File: config.mk
export PLATFORM = sky130hd
export DESIGN_NAME = esc_stx_etx_frame_receiver
export DESIGN_NICKNAME = d
export VERILOG_FILES = /design/src/hdl/efr_pkg.sv /design/src/hdl/efr_datapath.sv /design/src/hdl/efr_ctrl.sv /design/src/hdl/esc_stx_etx_frame_receiver.sv
export SDC_FILE = /design/constraint.sdc
export NUM_CORES = 1
export LEC_CHECK = 0
export BUFFER_PORTS_ARGS = -buffer_cell sky130_fd_sc_hd__buf_2
export CAP_MARGIN = 40
export CORE_MARGIN = 2
export CORE_UTILIZATION = 60
export DETAILED_ROUTE_END_ITERATION = 7
export PLACE_DENSITY = 0.76
export SLEW_MARGIN = 20
export SYNTH_ARGS = -nofsm -noshare
export SYNTH_HDL_FRONTEND = slang
export SYNTH_SLANG_ARGS = --single-unit
File: constraint.sdc
create_clock -name aclk -period 7.9 [get_ports aclk]
set_input_delay 0.395 -clock aclk [delete_from_list [all_inputs] [get_ports aclk]]
set_output_delay 0.395 -clock aclk [all_outputs]
set_load 0.01 [all_outputs]
File: src/hdl/efr_pkg.sv
// Package for the ESC/STX/ETX frame receiver: register indexes, controller
// states and the command/status structs between controller and datapath.
// No dependencies.
`timescale 1ns / 1ps
`default_nettype none

package efr_pkg;

    localparam int unsigned CFG_INDEX_W = 2;
    localparam int unsigned CFG_DATA_W  = 8;

    localparam logic [CFG_INDEX_W-1:0] REG_ESCAPE = 2'd0;
    localparam logic [CFG_INDEX_W-1:0] REG_START  = 2'd1;
    localparam logic [CFG_INDEX_W-1:0] REG_END    = 2'd2;

    localparam logic [7:0] ESCAPE_RESET = 8'd27;
    localparam logic [7:0] START_RESET  = 8'd2;
    localparam logic [7:0] END_RESET    = 8'd3;

    localparam int unsigned M_TDATA_W = 16;

    typedef enum logic [1:0] {
        ST_IDLE,
        ST_FETCH,
        ST_SEND
    } efr_state_t;

    typedef struct packed {
        logic accept;   // input transaction this cycle
        logic fetch;    // read the store at the drain counter
        logic load;     // load the output register and advance the drain counter
    } efr_cmd_t;

    typedef struct packed {
        logic frame_done;   // byte being accepted closes a frame
        logic slot_free;    // output register empty or being taken
        logic rd_last;      // drain counter sits on the final byte
    } efr_status_t;

endpackage

`default_nettype wire

File: src/hdl/efr_datapath.sv
// Datapath of the frame receiver: configuration registers, frame store,
// framing checks, drain counter and output register. Uses efr_pkg.
`timescale 1ns / 1ps
`default_nettype none

module efr_datapath #(
    parameter int unsigned STORE_DEPTH = 64
) (
    input  wire logic                               aclk,
    input  wire logic                               aresetn,
    input  wire logic                               cfg_wr_en,
    input  wire logic [efr_pkg::CFG_INDEX_W-1:0]    cfg_index,
    input  wire logic [efr_pkg::CFG_DATA_W-1:0]     cfg_wdata,
    input  wire logic [7:0]                         rx_byte,
    input  wire efr_pkg::efr_cmd_t                  cmd,
    output efr_pkg::efr_status_t                    status,
    input  wire logic                               m_tready,
    output logic                                    m_tvalid,
    output logic [efr_pkg::M_TDATA_W-1:0]           m_tdata,
    output logic                                    m_tlast
);
    import efr_pkg::*;

    localparam int unsigned IW = $clog2(STORE_DEPTH);
    localparam int unsigned CW = $clog2(STORE_DEPTH + 1);

    logic [7:0] escape_reg;
    logic [7:0] start_reg;
    logic [7:0] end_reg;

    logic [7:0] store_mem [STORE_DEPTH];
    logic [7:0] rdata_reg;

    logic [IW-1:0] fill_reg;
    logic [IW-1:0] fill_next;
    logic [7:0]    b0_reg;
    logic [7:0]    b1_reg;
    logic [7:0]    prev_reg;
    logic [CW-1:0] len_reg;
    logic [CW-1:0] rd_cnt_reg;

    logic          m_valid_reg;
    logic [7:0]    m_byte_reg;
    logic          m_last_reg;
    logic [5:0]    m_len_reg;

    logic          is_first;
    logic          is_second;
    logic [7:0]    s1;
    logic [7:0]    pm2;
    logic          drop;
    logic          restart;
    logic          done;
    logic [CW-1:0] n;
    logic [CW-1:0] n_eff;
    logic [CW+5:0] len_ext;
    logic [7:0]    drain_byte;

    // Framing checks on the byte being offered
    always_comb begin
        is_first  = (fill_reg == '0);
        is_second = (fill_reg == IW'(1));
        n         = CW'(fill_reg) + CW'(1);
        s1        = is_second ? rx_byte : b1_reg;
        drop      = (is_first && rx_byte != escape_reg)
                 || (is_second && rx_byte != start_reg)
                 || (!is_first && b0_reg != escape_reg && s1 != start_reg)
                 || (fill_reg == IW'(STORE_DEPTH - 1));
        restart   = !drop && !is_first && !is_second
                 && prev_reg == escape_reg && rx_byte == start_reg;
        pm2       = restart ? escape_reg : prev_reg;
        done      = !drop && !is_first && pm2 == escape_reg && rx_byte == end_reg;
        n_eff     = restart ? CW'(2) : n;
        fill_next = (drop || done) ? '0 : n_eff[IW-1:0];
    end

    always_ff @(posedge aclk) begin
        if (!aresetn) begin
            escape_reg <= ESCAPE_RESET;
            start_reg  <= START_RESET;
            end_reg    <= END_RESET;
        end else if (cfg_wr_en) begin
            unique case (cfg_index)
                REG_ESCAPE: escape_reg <= cfg_wdata;
                REG_START:  start_reg  <= cfg_wdata;
                REG_END:    end_reg    <= cfg_wdata;
                default: ;
            endcase
        end
    end

    // Frame store: written on accept, read during drain
    always_ff @(posedge aclk) begin
        if (cmd.accept) begin
            store_mem[fill_reg] <= rx_byte;
        end
        if (cmd.fetch) begin
            rdata_reg <= store_mem[rd_cnt_reg[IW-1:0]];
        end
    end

    always_ff @(posedge aclk) begin
        if (!aresetn) begin
            fill_reg <= '0;
        end else if (cmd.accept) begin
            fill_reg <= fill_next;
        end
    end

    always_ff @(posedge aclk) begin
        if (cmd.accept) begin
            prev_reg <= rx_byte;
            if (restart) begin
                b0_reg <= escape_reg;
                b1_reg <= start_reg;
            end else begin
                if (is_first) begin
                    b0_reg <= rx_byte;
                end
                if (is_second) begin
                    b1_reg <= rx_byte;
                end
            end
            if (done) begin
                len_reg <= n_eff;
            end
        end
    end

    // Opening pair is kept in registers; the rest comes from the store
    always_comb begin
        priority if (rd_cnt_reg == '0) begin
            drain_byte = b0_reg;
        end else if (rd_cnt_reg == CW'(1)) begin
            drain_byte = b1_reg;
        end else begin
            drain_byte = rdata_reg;
        end
    end

    assign len_ext = {6'd0, len_reg};

    always_ff @(posedge aclk) begin
        if (!aresetn) begin
            rd_cnt_reg <= '0;
        end else if (cmd.accept) begin
            rd_cnt_reg <= '0;
        end else if (cmd.load) begin
            rd_cnt_reg <= rd_cnt_reg + CW'(1);
        end
    end

    always_ff @(posedge aclk) begin
        if (!aresetn) begin
            m_valid_reg <= 1'b0;
        end else if (cmd.load) begin
            m_valid_reg <= 1'b1;
        end else if (m_tready) begin
            m_valid_reg <= 1'b0;
        end
    end

    always_ff @(posedge aclk) begin
        if (cmd.load) begin
            m_byte_reg <= drain_byte;
            m_len_reg  <= len_ext[5:0];
            m_last_reg <= status.rd_last;
        end
    end

    assign status.frame_done = done;
    assign status.slot_free  = !m_valid_reg || m_tready;
    assign status.rd_last    = (rd_cnt_reg + CW'(1)) == len_reg;

    assign m_tvalid = m_valid_reg;
    assign m_tdata  = {2'b00, m_len_reg, m_byte_reg};
    assign m_tlast  = m_last_reg;

endmodule

`default_nettype wire

File: src/hdl/efr_ctrl.sv
// Controller of the frame receiver: takes bytes while idle and sequences
// the drain of a completed frame. Uses efr_pkg.
`timescale 1ns / 1ps
`default_nettype none

module efr_ctrl (
    input  wire logic                   aclk,
    input  wire logic                   aresetn,
    input  wire logic                   s_tvalid,
    output logic                        s_tready,
    input  wire efr_pkg::efr_status_t   status,
    output efr_pkg::efr_cmd_t           cmd
);
    import efr_pkg::*;

    efr_state_t state_reg;
    efr_state_t state_next;

    always_ff @(posedge aclk) begin
        if (!aresetn) begin
            state_reg <= ST_IDLE;
        end else begin
            state_reg <= state_next;
        end
    end

    always_comb begin
        state_next = state_reg;
        unique case (state_reg)
            ST_IDLE: begin
                if (s_tvalid && status.frame_done) begin
                    state_next = ST_FETCH;
                end
            end
            ST_FETCH: begin
                state_next = ST_SEND;
            end
            ST_SEND: begin
                if (status.slot_free) begin
                    state_next = status.rd_last ? ST_IDLE : ST_FETCH;
                end
            end
            default: state_next = ST_IDLE;
        endcase
    end

    always_comb begin
        s_tready   = 1'b0;
        cmd.accept = 1'b0;
        cmd.fetch  = 1'b0;
        cmd.load   = 1'b0;
        unique case (state_reg)
            ST_IDLE: begin
                s_tready   = 1'b1;
                cmd.accept = s_tvalid;
            end
            ST_FETCH: begin
                cmd.fetch = 1'b1;
            end
            ST_SEND: begin
                // hold the byte until the output register can take it
                cmd.load = status.slot_free;
            end
            default: ;
        endcase
    end

endmodule

`default_nettype wire

File: src/hdl/esc_stx_etx_frame_receiver.sv
// Top level of the ESC/STX/ETX frame receiver: joins controller and datapath.
// Depends on efr_pkg, efr_ctrl and efr_datapath.
//
// Usage:
//   Received bytes enter on the s_ channel, one per transaction. A frame
//   opens with the escape byte then the start byte; a wrong opening byte or
//   a full store drops the bytes gathered so far. A later escape/start pair
//   restarts the frame, an escape/end pair completes it.
//   A completed frame leaves on the m_ channel, one byte per transaction,
//   framing included, with its length in every transaction and tlast on
//   its final byte.
//   Throughput: one input byte per cycle while no frame completes. The byte
//   that completes a frame starts the drain, which takes one byte at a time,
//   a store read in ST_FETCH then an output register load in ST_SEND, with
//   s_tready low throughout, as the store has a single read port.
//   After the closing byte, the first frame byte goes through these two states.
//   Stall: a low m_tready holds the output register and pauses the drain;
//   input reopens once the final byte is in the output register.
//   Reset: synchronous, active low; restores the register defaults (27, 2, 3)
//   and drops any gathered bytes. Configuration writes take effect at once.
`timescale 1ns / 1ps
`default_nettype none

module esc_stx_etx_frame_receiver #(
    parameter int unsigned STORE_DEPTH = 64
) (
    input  wire logic                               aclk,
    input  wire logic                               aresetn,
    input  wire logic                               cfg_wr_en,
    input  wire logic [efr_pkg::CFG_INDEX_W-1:0]    cfg_index,
    input  wire logic [efr_pkg::CFG_DATA_W-1:0]     cfg_wdata,
    input  wire logic                               s_tvalid,
    output logic                                    s_tready,
    input  wire logic [7:0]                         s_tdata,   // [7:0] rx_byte
    output logic                                    m_tvalid,
    input  wire logic                               m_tready,
    // [7:0] frame_byte, [13:8] frame_length, [15:14] zero
    output logic [efr_pkg::M_TDATA_W-1:0]           m_tdata,
    output logic                                    m_tlast    // frame_last
);
    import efr_pkg::*;

    efr_cmd_t    cmd;
    efr_status_t status;

    efr_ctrl u_ctrl (
        .aclk     (aclk),
        .aresetn  (aresetn),
        .s_tvalid (s_tvalid),
        .s_tready (s_tready),
        .status   (status),
        .cmd      (cmd)
    );

    efr_datapath #(
        .STORE_DEPTH (STORE_DEPTH)
    ) u_datapath (
        .aclk      (aclk),
        .aresetn   (aresetn),
        .cfg_wr_en (cfg_wr_en),
        .cfg_index (cfg_index),
        .cfg_wdata (cfg_wdata),
        .rx_byte   (s_tdata),
        .cmd       (cmd),
        .status    (status),
        .m_tready  (m_tready),
        .m_tvalid  (m_tvalid),
        .m_tdata   (m_tdata),
        .m_tlast   (m_tlast)
    );

    // A completing byte closes the input until the frame has drained
    a_done_blocks_input: assert property (@(posedge aclk) disable iff (!aresetn)
        cmd.accept && status.frame_done |=> !s_tready)
        else $error("input open after frame completion");

    // A load always presents a transaction on the next cycle
    a_load_shows: assert property (@(posedge aclk) disable iff (!aresetn)
        cmd.load |=> m_tvalid)
        else $error("loaded byte not presented");

    // Loading the final byte reopens the input
    a_last_reopens: assert property (@(posedge aclk) disable iff (!aresetn)
        cmd.load && status.rd_last |=> s_tready && m_tlast)
        else $error("input not reopened after final byte");

    // Store reads and input never overlap
    a_no_overlap: assert property (@(posedge aclk) disable iff (!aresetn)
        cmd.fetch |-> !s_tready && !cmd.load)
        else $error("store read overlaps input or load");

endmodule

`default_nettype wire
==> impl_summary.log <==
INFO  metric initial_antenna_violation_count = 3
INFO  metric ys_seq_elements = 606
INFO  metric yosysSeqAreaShare = 72.7%
INFO  metric synth.mux.area_fraction = 17.6%
INFO  metric area_delta_synth_final = 13.5%
INFO  metric status = finished, final reports clean
INFO  metric nets = 1,376
INFO  metric total_power = 6.68 mW
INFO  metric endpoint = u_datapath.b0_reg[1]$_DFFE_PP_
INFO  metric path_max_fanout = 19
INFO  metric post_synth_inst_count = 1,243
INFO  metric synth_xor_area_share = 2.11%
INFO  metric r2r_end = u_datapath.b0_reg[1]$_DFFE_PP_
INFO  metric timing.final.crit_period = 3.85 ns
INFO  metric antenna_violating_nets_post_route = 0
INFO  metric grt_pass1_vias = 12,600
INFO  metric chipWidth = 206 µm
INFO  metric worstSetupStartpoint = u_datapath.fill_reg[3]$_SDFFE_PN0P_
INFO  metric ff2ff_path_depth = 6
INFO  metric drt_pre_antenna_iters = 5
INFO  metric hpwlAfterDp = 34,100 µm
INFO  metric routed_via_density = 6.55
INFO  metric fmaxAchievable = 260 MHz
INFO  metric fin_cells = 1,922
INFO  metric grt_start_max_net_pins = 90
INFO  metric synthSimpleGateAreaFrac = 4.43%
INFO  metric syn-cell-area = 0.0245 mm²
INFO  metric worst_hold_class = input pin to flip-flop
INFO  metric critical_path_class = flip-flop to flip-flop
INFO  metric timing.slew.headroom = 41.2%
INFO  metric rrSetupSlack = 4.05 ns
INFO  metric ctsHtreeMaxLevel = 2
INFO  metric post_cts_buffers = 0
INFO  metric synth_top_family_by_area = multiplexers
INFO  metric worst_ep_arrival_time = 4.10 ns
INFO  metric critical_path_buf_inv_count = 0
INFO  metric gr-total-overflow = 0
INFO  metric synth_adder_area_share = 0.307%
INFO  metric ctsRootBufferMaster = sky130_fd_sc_hd__clkbuf_16
INFO  metric first_pass_grt_wire_length = 82,600 µm
INFO  metric yosysTopAreaCell = sky130_fd_sc_hd__edfxtp_1
INFO  metric worst_clock_skew = 0.0216 ns
INFO  metric finalCritPeriodShare = 48.7%
INFO  metric post-place-cells = 1,804
INFO  metric routed-via-count = 12,600
INFO  metric detail_route.iter0.violations = 1,665
INFO  metric crit_path_end_kind = flip-flop
INFO  metric final.fill_count = 2,384
INFO  metric critical_path.reg2reg.startpoint = u_datapath.fill_reg[3]$_SDFFE_PN0P_
INFO  metric worstMarginPinSlew = 0.875 ns
INFO  metric routed_wire_length_per_instance = 29.1 µm
INFO  metric synth-main-ff-cell = sky130_fd_sc_hd__edfxtp_1
INFO  metric flip_flop_count_of_the_largest_register_all_copies_and_words_added = 512
INFO  metric io-pin-count = 42
INFO  metric holdPathStages = 3
INFO  metric cts.clk_slew.worst_paths = 0.06 ns
INFO  metric max_cap_violations = 0
INFO  metric dieHeight = 206 µm
INFO  metric cp.depth = 6
INFO  metric timing.final.hold_violations = 0
INFO  metric setup_tns = 0 ns
INFO  metric largest-register = u_datapath.store_mem
INFO  metric share_of_synthesized_flip_flops_with_an_asynchronous_set_or_reset = 0%
INFO  metric worst_ir_drop_vdd = 0.190 mV
INFO  metric unrepaired_setup_endpoints_after_global_routing = false
INFO  metric ctsLongestPathBuffers = 3
INFO  metric finalWirelength = 56,000 µm
INFO  metric yosys-top-cells-area = sky130_fd_sc_hd__edfxtp_1 69%, sky130_fd_sc_hd__mux4_2 15%, sky130_fd_sc_hd__dfxtp_1 3.3%
INFO  metric syn_area_per_cell = 19.7 µm²
INFO  metric cellPowerDensity = 241 mW/mm²
INFO  metric critical-path-top-delay-family = simple AND/OR/NAND/NOR gates
INFO  metric critical_path_required = 8.15 ns
INFO  metric total_grt_usage = 27.5%
INFO  metric preCtsSetupSlack = 3.96 ns
INFO  metric gp_congestion = 0.832
INFO  metric tritoncts = built
INFO  metric critical_path.slowest_cell = sky130_fd_sc_hd__nor3_1
INFO  metric cts_repair_resize_count = 0
INFO  metric synth-edff-count = 566
INFO  metric ctsHoldBuffers = 0
INFO  metric core_area = 0.0400 mm²
INFO  metric remaining_routing_drc_violations = 0
INFO  metric yosysTopAreaCellShare = 69.5%
INFO  metric postLayoutSetupSlackWorst = 4.05 ns
INFO  metric rows = 73
INFO  metric max_stage_delay_on_crit_path = 0.75 ns
INFO  metric cts-buffers-inserted = 57
INFO  metric ys_types = 57
INFO  metric clock-sinks = 606
INFO  metric start_util = 61.2%
INFO  metric path_cells = or3_1 -> nand3b_1 -> nand3_1 -> nor3_1 -> nand3_4 -> a21oi_1
INFO  metric p_leak = 8.95 nW
INFO  metric timing.critical_path.from_type = flip-flop
INFO  metric synth.yosys.warnings = 0
INFO  metric die-area = 0.0424 mm²
INFO  metric drv_slew = 0
INFO  metric synth_compound_gate_area_share = 1.37%
INFO  metric buffer_ports.inserted = 39
INFO  metric timing.final.setup_violations = 0
INFO  metric worst_skew_pair.late_latency = 0.62 ns
INFO  metric ratio_of_cells_with_drive_above_1_in_the_final_layout = 28.4%
[per-stage QoR]
step	util [%]	area, µm²	hold slack, ns
2_1_floorplan	-	24500	0.447
3_3_place_gp	63.0	25200	0.463
3_5_place_dp	63.9	25600	0.464
4_1_cts	69.1	27700	0.0218
5_1_grt	69.4	27800	0.0305
6_report	69.5	27800	0.0302
[final cells by class]
type                       instances  area (µm²)  share of cell area (%)
antenna                            3        7.51                  0.0270
clock buffer                      60        1440                    5.17
clock inverter                    46         653                    2.35
inverter                          15        56.3                   0.203
multi-input combinational        558        6340                    22.8
sequential                       606       17800                    64.1
tap                              525         657                    2.36
timing repair buffer             109         830                    2.99
[layer usage]
metal / vias up / share of wire (%) / wire length, µm / track usage (%)
met5: - / 0 / 0 / 0
met4: 0 / 3.3 / 1860 / 9.59
met3: 113 / 9.1 / 5110 / 5.96
met2: 680 / 49 / 27400 / 43.8
met1: 6565 / 39 / 21700 / 38.2
li1: 5232 / - / - / -
[cells in the mapped netlist, types with 2 or more instances]
master / n
sky130_fd_sc_hd__mux2_4: 4
sky130_fd_sc_hd__nand3_1: 15
sky130_fd_sc_hd__nor4_1: 8
sky130_fd_sc_hd__nand3b_1: 6
sky130_fd_sc_hd__and2_1: 2
sky130_fd_sc_hd__nand2_1: 39
sky130_fd_sc_hd__nor3_1: 5
sky130_fd_sc_hd__mux4_2: 168
sky130_fd_sc_hd__nand4_1: 10
sky130_fd_sc_hd__clkbuf_1: 36
sky130_fd_sc_hd__nor2_1: 94
sky130_fd_sc_hd__ha_1: 6
sky130_fd_sc_hd__o221ai_1: 2
sky130_fd_sc_hd__or3_1: 4
sky130_fd_sc_hd__nand2b_1: 4
sky130_fd_sc_hd__mux2i_1: 37
sky130_fd_sc_hd__a21oi_1: 15
sky130_fd_sc_hd__or2_2: 2
sky130_fd_sc_hd__buf_2: 12
sky130_fd_sc_hd__inv_1: 14
sky130_fd_sc_hd__dfxtp_1: 40
sky130_fd_sc_hd__a21boi_0: 4
sky130_fd_sc_hd__edfxtp_1: 566
sky130_fd_sc_hd__o21a_1: 2
sky130_fd_sc_hd__buf_6: 3
sky130_fd_sc_hd__xor2_1: 36
sky130_fd_sc_hd__nor2b_1: 25
sky130_fd_sc_hd__a31oi_1: 6
sky130_fd_sc_hd__buf_1: 12
sky130_fd_sc_hd__xnor2_1: 23
sky130_fd_sc_hd__o21ai_0: 8
sky130_fd_sc_hd__buf_4: 2
sky130_fd_sc_hd__mux2_2: 9
[power by group]
group,total (mW),switching (mW),internal (mW)
sequential,3.53,0.0136,3.52
clock,3.03,1.18,1.85
combinational,0.126,0.0860,0.0403
total,6.68,1.28,5.40
[worst reg2reg max path: stages (launching register included)]
cell and delay [ns]:
sky130_fd_sc_hd__dfxtp_1 0.60, sky130_fd_sc_hd__or3_1 0.48, sky130_fd_sc_hd__nand3b_1 0.30, sky130_fd_sc_hd__nand3_1 0.20, sky130_fd_sc_hd__nor3_1 0.75, sky130_fd_sc_hd__nand3_4 0.44
sky130_fd_sc_hd__a21oi_1 0.72
[how the worst min path moves through the flow]
stage                                               start  slack [ns]                                    end
after floorplan           u_datapath.len_reg[0]$_DFFE_PP_        0.45      u_datapath.m_len_reg[0]$_DFFE_PP_
after global placement    u_datapath.len_reg[1]$_DFFE_PP_        0.46      u_datapath.m_len_reg[1]$_DFFE_PP_
after detailed placement  u_datapath.len_reg[1]$_DFFE_PP_        0.46      u_datapath.m_len_reg[1]$_DFFE_PP_
after CTS                                    cfg_wdata[0]        0.02  u_datapath.escape_reg[0]$_SDFFE_PN1P_
after global routing                         cfg_wdata[0]        0.03  u_datapath.escape_reg[0]$_SDFFE_PN1P_
final                                        cfg_wdata[0]        0.03  u_datapath.escape_reg[0]$_SDFFE_PN1P_
[layout by cell type (no fill, tap or decap), types with 14 or more instances in the layout]
master | netlist | layout
sky130_fd_sc_hd__clkbuf_16 | 0 | 58
sky130_fd_sc_hd__bufinv_16 | 0 | 16
sky130_fd_sc_hd__buf_4 | 2 | 59
sky130_fd_sc_hd__nand3_1 | 15 | 15
sky130_fd_sc_hd__buf_2 | 12 | 39
sky130_fd_sc_hd__mux4_2 | 168 | 168
sky130_fd_sc_hd__xor2_1 | 36 | 36
sky130_fd_sc_hd__inv_1 | 14 | 14
sky130_fd_sc_hd__a21oi_1 | 15 | 15
sky130_fd_sc_hd__xnor2_1 | 23 | 23
sky130_fd_sc_hd__edfxtp_1 | 566 | 566
sky130_fd_sc_hd__nor2b_1 | 25 | 24
sky130_fd_sc_hd__mux2i_1 | 37 | 37
sky130_fd_sc_hd__nand2_1 | 39 | 39
sky130_fd_sc_hd__clkinv_2 | 0 | 14
sky130_fd_sc_hd__dfxtp_1 | 40 | 36
sky130_fd_sc_hd__nor2_1 | 94 | 94
[cells by family (layout without fill, tap and decap cells)]
logic type | Yosys count | count (layout)
other cells | 1 | 5
simple gates | 223 | 223
flops | 606 | 606
xor+xnor | 59 | 59
buf+inv | 80 | 230
fa+ha+maj | 6 | 6
compound gates | 50 | 50
mux | 218 | 218
No activity file was read; power rests on OpenSTA's default activity.
